### config.mk
export PLATFORM = sky130hd
export DESIGN_NAME = capped_running_lcm
export DESIGN_NICKNAME = d
export VERILOG_FILES = /design/src/hdl/crlcm_pkg.sv /design/src/hdl/capped_running_lcm.sv
export SDC_FILE = /design/constraint.sdc
export NUM_CORES = 2
export LEC_CHECK = 0
export BUFFER_PORTS_ARGS = -buffer_cell sky130_fd_sc_hd__buf_2
export CAP_MARGIN = 25
export CELL_PAD_IN_SITES_DETAIL_PLACEMENT = 1
export CELL_PAD_IN_SITES_GLOBAL_PLACEMENT = 1
export CORE_UTILIZATION = 50
export DETAILED_ROUTE_END_ITERATION = 8
export HOLD_SLACK_MARGIN = 0.02
export PLACE_DENSITY_LB_ADDON = 0.1
export SETUP_SLACK_MARGIN = 0.5
export SLEW_MARGIN = 20
export SYNTH_ARGS = -nofsm -noshare
export SYNTH_HDL_FRONTEND = slang
export SYNTH_SLANG_ARGS = --single-unit
### constraint.sdc
create_clock -name clk -period 10.1 [get_ports clk]
set_clock_uncertainty 0.1 [all_clocks]
set_input_delay 1.01 -clock clk [delete_from_list [all_inputs] [get_ports clk]]
set_output_delay 1.01 -clock clk [all_outputs]
set_load 0.005 [all_outputs]
### src/hdl/crlcm_pkg.sv
package crlcm_pkg;

  localparam int SIZE_BITS = 16;
  localparam int ACC_W     = 31;
  localparam int MAG_W     = SIZE_BITS - 1;
  localparam int PROD_W    = ACC_W + MAG_W;
  localparam int CMP_W     = (ACC_W > MAG_W + 1) ? ACC_W : MAG_W + 1;
  localparam int K_W       = $clog2(MAG_W + 1);
  localparam int CNT_W     = $clog2(MAG_W + 1);
  localparam int PC_W      = 4;

  localparam int IN_TDATA_W  = ((SIZE_BITS + 7) / 8) * 8;
  localparam int OUT_TDATA_W = ((ACC_W + 7) / 8) * 8;

  localparam logic [ACC_W-1:0] CAP_RESET = ACC_W'(1 << 20);

  typedef enum logic [3:0] {
    OP_NOP,
    OP_LOAD,
    OP_HALVE_AB,
    OP_HALVE_A,
    OP_HALVE_B,
    OP_SWAP,
    OP_SUB,
    OP_SCALE_G,
    OP_DIV_INIT,
    OP_DIV_STEP,
    OP_MUL,
    OP_COMMIT
  } uop_t;

  typedef enum logic [2:0] {
    C_NEVER,
    C_ALWAYS,
    C_AB_ODD,
    C_A_ODD,
    C_B_ODD,
    C_A_LE_B,
    C_A_NE_B,
    C_CNT_MORE
  } cond_t;

  typedef struct packed {
    uop_t            op;
    cond_t           cond;
    logic [PC_W-1:0] target;
    logic            last;
  } ucode_t;

  // binary gcd of acc and size, then size / gcd, then acc * quotient against cap
  function automatic ucode_t ucode_rom(input logic [PC_W-1:0] pc);
    ucode_t w;
    case (pc)
      PC_W'(0):  w = '{op: OP_LOAD,     cond: C_NEVER,    target: PC_W'(0),  last: 1'b0};
      PC_W'(1):  w = '{op: OP_NOP,      cond: C_AB_ODD,   target: PC_W'(3),  last: 1'b0};
      PC_W'(2):  w = '{op: OP_HALVE_AB, cond: C_ALWAYS,   target: PC_W'(1),  last: 1'b0};
      PC_W'(3):  w = '{op: OP_NOP,      cond: C_A_ODD,    target: PC_W'(5),  last: 1'b0};
      PC_W'(4):  w = '{op: OP_HALVE_A,  cond: C_ALWAYS,   target: PC_W'(3),  last: 1'b0};
      PC_W'(5):  w = '{op: OP_NOP,      cond: C_B_ODD,    target: PC_W'(7),  last: 1'b0};
      PC_W'(6):  w = '{op: OP_HALVE_B,  cond: C_ALWAYS,   target: PC_W'(5),  last: 1'b0};
      PC_W'(7):  w = '{op: OP_NOP,      cond: C_A_LE_B,   target: PC_W'(9),  last: 1'b0};
      PC_W'(8):  w = '{op: OP_SWAP,     cond: C_NEVER,    target: PC_W'(0),  last: 1'b0};
      PC_W'(9):  w = '{op: OP_SUB,      cond: C_A_NE_B,   target: PC_W'(5),  last: 1'b0};
      PC_W'(10): w = '{op: OP_SCALE_G,  cond: C_NEVER,    target: PC_W'(0),  last: 1'b0};
      PC_W'(11): w = '{op: OP_DIV_INIT, cond: C_NEVER,    target: PC_W'(0),  last: 1'b0};
      PC_W'(12): w = '{op: OP_DIV_STEP, cond: C_CNT_MORE, target: PC_W'(12), last: 1'b0};
      PC_W'(13): w = '{op: OP_MUL,      cond: C_NEVER,    target: PC_W'(0),  last: 1'b0};
      PC_W'(14): w = '{op: OP_COMMIT,   cond: C_NEVER,    target: PC_W'(0),  last: 1'b1};
      default:   w = '{op: OP_NOP,      cond: C_NEVER,    target: PC_W'(0),  last: 1'b1};
    endcase
    return w;
  endfunction

endpackage

### src/hdl/capped_running_lcm.sv
// channel   | tdata                     | tuser      | direction
// ----------+---------------------------+------------+----------
// in_       | size [15:0] signed        | start_req  | slave
// out_      | multiple [30:0], pad [31] | clamped    | master
// cfg_      | cap [30:0] on cfg_wr_data | -          | write only
//
// an item that is skipped or that seeds the multiple goes to S_DONE when it is accepted
// and from there to the output register once that is free; an lcm update runs the
// microcode program: the binary gcd loop (one shift or subtract a step), one restoring
// divide step per magnitude bit and one 31x15 multiply, then a commit against the cap.
// one item is in work at a time; the next is taken while a result waits in the output
// register. synchronous active-low reset, cap resets to 1 << 20.
module capped_running_lcm
  import crlcm_pkg::*;
(
  input  logic                   clk,
  input  logic                   rst_n,
  input  logic                   cfg_wr_en,
  input  logic [ACC_W-1:0]       cfg_wr_data,
  input  logic                   in_tvalid,
  output logic                   in_tready,
  input  logic [IN_TDATA_W-1:0]  in_tdata,   // [15:0] size
  input  logic                   in_tuser,   // [0] start_req
  output logic                   out_tvalid,
  input  logic                   out_tready,
  output logic [OUT_TDATA_W-1:0] out_tdata,  // [30:0] multiple, [31] zero
  output logic                   out_tuser   // [0] clamped
);

  typedef enum logic [2:0] {
    S_IDLE = 3'b001,
    S_RUN  = 3'b010,
    S_DONE = 3'b100
  } state_t;

  state_t            state_r, state_nxt;
  logic [PC_W-1:0]   pc_r, pc_nxt;
  logic [ACC_W-1:0]  acc_r, acc_nxt;
  logic              clamp_r, clamp_nxt;
  logic [ACC_W-1:0]  cap_r, cap_nxt;
  logic              out_valid_r, out_valid_nxt;
  logic [ACC_W-1:0]  out_mult_r, out_mult_nxt;
  logic              out_clamp_r, out_clamp_nxt;

  logic [ACC_W-1:0]  a_r, a_nxt;
  logic [ACC_W-1:0]  b_r, b_nxt;
  logic [K_W-1:0]    k_r, k_nxt;
  logic [MAG_W-1:0]  s_r, s_nxt;
  logic [MAG_W-1:0]  rem_r, rem_nxt;
  logic [MAG_W-1:0]  quo_r, quo_nxt;
  logic [CNT_W-1:0]  cnt_r, cnt_nxt;
  logic [PROD_W-1:0] prod_r, prod_nxt;

  ucode_t            uw;
  logic              jump;
  logic [SIZE_BITS-1:0] size_in;
  logic              size_pos;
  logic [ACC_W-1:0]  acc_base;
  logic [MAG_W:0]    trial;
  logic [CMP_W-1:0]  diff;
  logic              fits;

  assign uw       = ucode_rom(pc_r);
  assign size_in  = in_tdata[SIZE_BITS-1:0];
  assign size_pos = (size_in != '0) && !size_in[SIZE_BITS-1];
  assign acc_base = in_tuser ? '0 : acc_r;
  assign trial    = {rem_r, quo_r[MAG_W-1]};
  assign diff     = CMP_W'(trial) - CMP_W'(a_r);
  assign fits     = CMP_W'(trial) >= CMP_W'(a_r);

  assign in_tready  = (state_r == S_IDLE);
  assign out_tvalid = out_valid_r;
  assign out_tdata  = OUT_TDATA_W'(out_mult_r);
  assign out_tuser  = out_clamp_r;

  always_comb begin
    case (uw.cond)
      C_NEVER:    jump = 1'b0;
      C_ALWAYS:   jump = 1'b1;
      C_AB_ODD:   jump = a_r[0] | b_r[0];
      C_A_ODD:    jump = a_r[0];
      C_B_ODD:    jump = b_r[0];
      C_A_LE_B:   jump = (a_r <= b_r);
      C_A_NE_B:   jump = (a_r != b_r);
      C_CNT_MORE: jump = (cnt_r != CNT_W'(1));
      default:    jump = 1'b0;
    endcase
  end

  always_comb begin
    state_nxt     = state_r;
    pc_nxt        = pc_r;
    acc_nxt       = acc_r;
    clamp_nxt     = clamp_r;
    cap_nxt       = cap_r;
    out_valid_nxt = out_valid_r;
    out_mult_nxt  = out_mult_r;
    out_clamp_nxt = out_clamp_r;
    a_nxt         = a_r;
    b_nxt         = b_r;
    k_nxt         = k_r;
    s_nxt         = s_r;
    rem_nxt       = rem_r;
    quo_nxt       = quo_r;
    cnt_nxt       = cnt_r;
    prod_nxt      = prod_r;

    if (cfg_wr_en) begin
      cap_nxt = cfg_wr_data;
    end
    if (out_valid_r && out_tready) begin
      out_valid_nxt = 1'b0;
    end

    case (state_r)
      S_IDLE: begin
        if (in_tvalid) begin
          acc_nxt   = acc_base;
          clamp_nxt = in_tuser ? 1'b0 : clamp_r;
          s_nxt     = size_in[MAG_W-1:0];
          state_nxt = S_DONE;
          if (size_pos) begin
            if (acc_base == '0) begin
              acc_nxt = ACC_W'(size_in[MAG_W-1:0]);
            end else begin
              pc_nxt    = '0;
              state_nxt = S_RUN;
            end
          end
        end
      end
      S_RUN: begin
        case (uw.op)
          OP_NOP: ;
          OP_LOAD: begin
            a_nxt = acc_r;
            b_nxt = ACC_W'(s_r);
            k_nxt = '0;
          end
          OP_HALVE_AB: begin
            a_nxt = a_r >> 1;
            b_nxt = b_r >> 1;
            k_nxt = k_r + K_W'(1);
          end
          OP_HALVE_A: a_nxt = a_r >> 1;
          OP_HALVE_B: b_nxt = b_r >> 1;
          OP_SWAP: begin
            a_nxt = b_r;
            b_nxt = a_r;
          end
          OP_SUB:     b_nxt = b_r - a_r;
          OP_SCALE_G: a_nxt = a_r << k_r;
          OP_DIV_INIT: begin
            rem_nxt = '0;
            quo_nxt = s_r;
            cnt_nxt = CNT_W'(MAG_W);
          end
          OP_DIV_STEP: begin
            // remainder stays below the gcd, so it fits the size width
            rem_nxt = fits ? diff[MAG_W-1:0] : trial[MAG_W-1:0];
            quo_nxt = {quo_r[MAG_W-2:0], fits};
            cnt_nxt = cnt_r - CNT_W'(1);
          end
          OP_MUL: prod_nxt = {{MAG_W{1'b0}}, acc_r} * {{ACC_W{1'b0}}, quo_r};
          OP_COMMIT: begin
            if (prod_r > PROD_W'(cap_r)) begin
              clamp_nxt = 1'b1;
            end else begin
              acc_nxt = prod_r[ACC_W-1:0];
            end
          end
          default: ;
        endcase
        pc_nxt = jump ? uw.target : pc_r + PC_W'(1);
        if (uw.last) begin
          state_nxt = S_DONE;
        end
      end
      S_DONE: begin
        if (!out_valid_r || out_tready) begin
          out_valid_nxt = 1'b1;
          out_mult_nxt  = acc_r;
          out_clamp_nxt = clamp_r;
          state_nxt     = S_IDLE;
        end
      end
      default: state_nxt = S_IDLE;
    endcase
  end

  always_ff @(posedge clk) begin
    if (!rst_n) begin
      state_r     <= S_IDLE;
      pc_r        <= '0;
      acc_r       <= '0;
      clamp_r     <= 1'b0;
      cap_r       <= CAP_RESET;
      out_valid_r <= 1'b0;
    end else begin
      state_r     <= state_nxt;
      pc_r        <= pc_nxt;
      acc_r       <= acc_nxt;
      clamp_r     <= clamp_nxt;
      cap_r       <= cap_nxt;
      out_valid_r <= out_valid_nxt;
    end
  end

  always_ff @(posedge clk) begin
    out_mult_r  <= out_mult_nxt;
    out_clamp_r <= out_clamp_nxt;
    a_r         <= a_nxt;
    b_r         <= b_nxt;
    k_r         <= k_nxt;
    s_r         <= s_nxt;
    rem_r       <= rem_nxt;
    quo_r       <= quo_nxt;
    cnt_r       <= cnt_nxt;
    prod_r      <= prod_nxt;
  end

endmodule

Yosys cells after proc, flatten, opt, wreduce, memory -nomap -nowiden
Memory sizes are Yosys's and may differ from the RTL's. A register that Yosys moved wholly into a read port is not among the register bits.
Cells that the tools add are included.

word-level totals
  flip-flop bits (word level) = 264
  memory bits (read-only) = 192
  output and inout port bits = 35
  memories = 1

cells by class
  $add $sub $neg = 5
  $mul = 1
  magnitude comparators = 3
  equal/unequal tests = 32
  shift-type cells = 1
  muxes and demuxes = 36
  bitwise operators = 1
  reduce and logical (&&, ||, !) cells = 26

memory list
  memory            words  bits a word  rd ports  clocked after Yosys merged registers in  wr ports  line             text
  (name not given)  16     12           1         1                                        0         crlcm_pkg.sv:53  case (pc)

operators by type and width
  cell                count
  $pmux 31 s4         2
  $mux 31             6
  $pmux 31 s2         1
  $pmux 15 s2         2
  $gt 46x31->1        1
  $mul 31x15->46      1
  $ge 16x31->1        1
  $le 31x31->1        1
  $logic_not 31->1    1
  $ne 31x31->1        1
  $shl 31x4->31       1
  $sub 31x31->31      1
  $mux 4              6
  $pmux 4 s2          3
  $eq 4x3->1 const B  4
  $eq 4x4->1 const B  4
  $reduce_bool 16->1  1
  $eq 3x3->1 const B  5
  $mux 15             1
  $mux 3              5
  $sub 15x15->15      1
  $reduce_and 2->1    7
  $ne 2x2->1 const B  6
  $eq 3x2->1 const B  3
  other kinds (22)    40

Logic depth before layout (Yosys ltp)
  depth after elaboration = 8
  depth in mapped cells = 26
  mapped depth without buffers = 24

Least setup slack after synthesis
No wires, ideal clock.

  kind = register -> register
  start point = reg acc_r[15]
  end point = reg prod_r[43] (data pin)
  arrival time = 6.638 ns
  required time = 9.726 ns
  setup slack = 3.088 ns
  stages on the path, launching flop included = 22
  path through = dfxtp_1 -> clkbuf_1 -> clkbuf_1 -> nand2_1 -> fa_1 -> inv_1 -> fa_1 -> fa_1 -> fa_1 -> fa_1 -> fa_1 -> ha_1 -> or2_1 -> a21o_1 -> and3b_1 -> or4_4 -> o2111ai_2 -> a21oi_2 -> or4_1 -> a41o_1 -> o311ai_0 -> o211ai_1

between the ends
  longest elaborated chain between the ends = 1

RTL lines
  what                    line                       text
  from (decl)             capped_running_lcm.sv:38   logic [ACC_W-1:0] acc_r, acc_nxt;
  from (signal assigned)  capped_running_lcm.sv:202  acc_r <= acc_nxt;
  $mul 31x15->46          capped_running_lcm.sv:164  OP_MUL: prod_nxt = {{MAG_W{1'b0}}, acc_r} * {{ACC_W{1'b0}}, quo_r};
  to (signal assigned)    capped_running_lcm.sv:219  prod_r <= prod_nxt;
  to (decl)               capped_running_lcm.sv:52   logic [PROD_W-1:0] prod_r, prod_nxt;

Every way passes these cells.
A chain may end at the register's enable or synchronous reset.

Final worst setup path
  start point = reg quo_r[0]
  end point = reg prod_r[40] (data pin)

between the ends
  longest elaborated chain between the ends = 1

RTL lines
  what                    line                       text
  from (decl)             capped_running_lcm.sv:50   logic [MAG_W-1:0] quo_r, quo_nxt;
  from (signal assigned)  capped_running_lcm.sv:217  quo_r <= quo_nxt;
  $mul 31x15->46          capped_running_lcm.sv:164

Every way passes these cells.

==> results.yml <==
run_status:
  status: "finished clean"
die:
  fp-row-count: 90
  start_util_pct: 50.57
  die_x_um: 248.8
  ios: 88
  die_height_um: 248.8
  core_area_um2: 60250
  dieArea_um2: 61920
cells_and_area:
  postLayoutCoreUtil_pct: 54.93
  fin_area_um2: 33100
  nFillCells: 6723
  drive_gt1_share_pct: 8.166
  fin_nets: 3847
  final_cell_count_no_fill: 4027
  syn_to_final_growth_pct: 8.633
  diodes: 0
synth:
  synth-seq-cells: 276
  synthAdderAreaFrac_pct: 32.99
  synth_compound_area_share_pct: 12.16
  synth-simple-area-share_pct: 15.65
  postSynthCellCount: 3213
  synth_top_family_by_area: "adder cells"
  synthesis.nets: 3843
  synthDistinctLibCells: 87
  ys_seq_area_share_pct: 24.48
  yosys.cell_count.top_type: "inv_1"
  synthArstFlopShare_pct: 0
  synth_flop_cell: "edfxtp_1"
  synthTopCellsByArea: "fa_1 (25%), edfxtp_1 (19%), ha_1 (8.2%)"
  synth_top_area_share_pct: 24.77
  synth_edf_count: 193
  synth_mux_area_share_pct: 4.156
  syn_avg_cell_area_um2: 9.482
  synth_top_cells_by_count: "inv_1 (501), fa_1 (377), nand2_1 (360), and2_1 (266), ha_1 (200)"
  synth-xor-area-share_pct: 2.127
  yosysTopAreaCell: "fa_1"
  syn_area_um2: 30470
  ys.warnings.count: 0
clock_network:
  clock_sinks: 276
  cts_setup_buffers: 0
  cts_tree: "yes"
  htree_levels: 2
  clk_path_buf_depth: 3
  clock_latency_ns: 0.58
  clk_pin_slew_ns: 0.06
  postCtsHoldBufs: 0
  cts-root-buf: "clkbuf_16"
  cts_made_buffers: 36
  cts-resized-gates: 0
sta:
  fmax_mhz: 123.9
  relSlewSlack_pct: 26.78
  rsz0062_at_grt: "false"
  final.setup.tns_ns: 0
  worstMarginPinSlew_ns: 1.097
  maxSlewViolCount: 0
  hold_viol_final: 0
  worst_slack_ns: 2.028
  min_period_over_period_pct: 79.92
  finalSetupViolations: 0
  min_period_ns: 8.072
setup_path:
  critPathKind: "flip-flop to flip-flop"
  crit_required_ns: 10.30
  crit_path_start_kind: "flip-flop"
  crit_path_end_kind: "flip-flop"
  crit_arrival_ns: 8.27
  cp_max_fo: 32
route:
  first_pass_iters: 9
  drc: 0
  ant_nets: 0
  wirelength_um: 98880
  vias: 24220
  via_per_inst: 6.013
  first_iter_violations: 2012
  wl_per_cell_um: 24.56
grt:
  gr-total-overflow: 0
  antenna_found_initial: 1
  grt_pass1_wl_um: 156700
  grt_max_degree: 62
  grt_pass1_vias: 26460
  grt_use_total_pct: 32.67
power_and_ir_drop:
  powerDensity_nw_per_um2: 101.3
  combPwrFrac_pct: 19.8
  switching_power_mw: 1.003
  internal_power_mw: 2.349
  p_seq_share_pct: 38.7
  p_sw_share_pct: 29.93
  clkPwrFrac_pct: 41.5
  leakage_nw: 15.07
  ir_worst_vdd_mv: 0.1217
placed_design:
  pre_cts_slack_ns: 2.151
  portBuffers: 86
  gp_congestion: 0.9087
  dp.cells: 3954
  place_hpwl_um: 75090
  placed_cell_area_um2: 31700
flow_run:
  max_cap_violations: 0
hold_path:
  hp-class: "flip-flop to flip-flop"
==> power groups by stage <==
stage | logic [mW] | registers [mW] | clock network [mW]
floorplan | 0.444 | 1.29 | 0
global placement | 0.624 | 1.32 | 0
detailed placement | 0.638 | 1.32 | 0
CTS | 0.662 | 1.30 | 1.41
global route | 0.738 | 1.30 | 1.45
finish | 0.664 | 1.30 | 1.39
==> layout by cell type, fill, tap and decap left out, drive strengths merged, types with 17 or more instances in the layout <==
cell	netlist	routed
a21o	49	49
a21oi	123	123
a221o	28	28
a221oi	17	17
a222oi	25	25
a22o	17	17
and2	268	268
buf	18	147
clkbuf	163	47
dfxtp	83	83
edfxtp	193	193
fa	377	377
ha	200	200
inv	501	503
mux2i	77	77
mux4	20	20
nand2	360	360
nand3	37	37
nand4	25	25
nor2	154	154
nor2b	22	22
nor3	32	32
nor4	23	23
o211ai	27	27
o21a	18	18
o21ai	82	82
xnor2	49	49
xor2	25	25
==> worst max-delay path, cell delays in order, from the launching register on <==
cell       delay, ns
edfxtp_1        0.81
and2_1          0.38
fa_1            0.55
inv_1           0.06
fa_1            0.54
inv_1           0.06
fa_1            0.50
inv_1           0.05
fa_1            0.53
inv_1           0.05
fa_1            0.52
inv_1           0.06
fa_1            0.48
inv_1           0.04
ha_1            0.31
o21a_1          0.12
o21ai_0         0.33
nor2b_1         0.23
a2111oi_0       0.13
or4b_1          0.60
and2_1          0.20
a211o_1         0.34
a221oi_2        0.48
o21ai_1         0.15
xnor2_1         0.15
==> per-layer routing <==
layer	track usage (%)	share of wire (%)	wire [um]	vias up
li1	-	-	-	10680
met1	44.87	43	42130	12450
met2	53.07	47	46620	904
met3	5.204	6.9	6823	182
met4	10.17	3.3	3311	0
met5	0	0	0	-
==> state kept, by name, indices dropped and copies added, names as in the netlist <==
register	count
out_tvalid	1
acc_r	31
pc_r	4
a_r	31
s_r	15
rem_r	15
cap_r	31
out_mult_r	31
state_r	3
clamp_r	1
quo_r	15
prod_r	46
out_tuser	1
cnt_r	4
uw	12
k_r	4
b_r	31
==> final timing paths <==
kind                         from                    to  slack, ns  cells past startpoint
max            quo_r[0]$_DFFE_PP_  prod_r[40]$_DFFE_PP_       2.03                     24
min          clamp_r$_SDFFE_PN0P_   out_tuser$_DFFE_PP_       0.35                      0
min reg2reg  clamp_r$_SDFFE_PN0P_   out_tuser$_DFFE_PP_       0.35                      0
max reg2reg    quo_r[0]$_DFFE_PP_  prod_r[40]$_DFFE_PP_       2.03                     24
==> cell families (layout without fill, tap and decap cells) <==
logic type / after synthesis / in the layout
adder cells (fa/ha/maj): 577 / 577
XOR/XNOR: 74 / 74
AND/OR/NAND/NOR: 974 / 974
other: 1 / 1
flip-flops: 276 / 276
multiplexers: 101 / 101
buffers and inverters: 682 / 714
AO/OA/AOI/OAI: 528 / 528
==> stage by stage <==
stage | hold WS (ns) | power (mW)
6_report | 0.3459 | 3.352
5_1_grt | 0.3476 | 3.484
4_1_cts | 0.3441 | 3.365
3_5_place_dp | 0.3322 | 1.958
3_3_place_gp | 0.3392 | 1.944
2_1_floorplan | 0.3064 | 1.729
==> final cells by class <==
class / count / area (um^2) / area share, %
Multi-Input combinational cell: 2255 / 20510 / 61.99
Sequential cell: 276 / 7458 / 22.54
Inverter: 501 / 1881 / 5.682
Clock buffer: 47 / 1002 / 3.028
Timing Repair Buffer: 147 / 989.7 / 2.990
Tap cell: 782 / 978.4 / 2.956
Clock inverter: 19 / 271.5 / 0.8204
No activity file was read; power rests on OpenSTA's default activity.
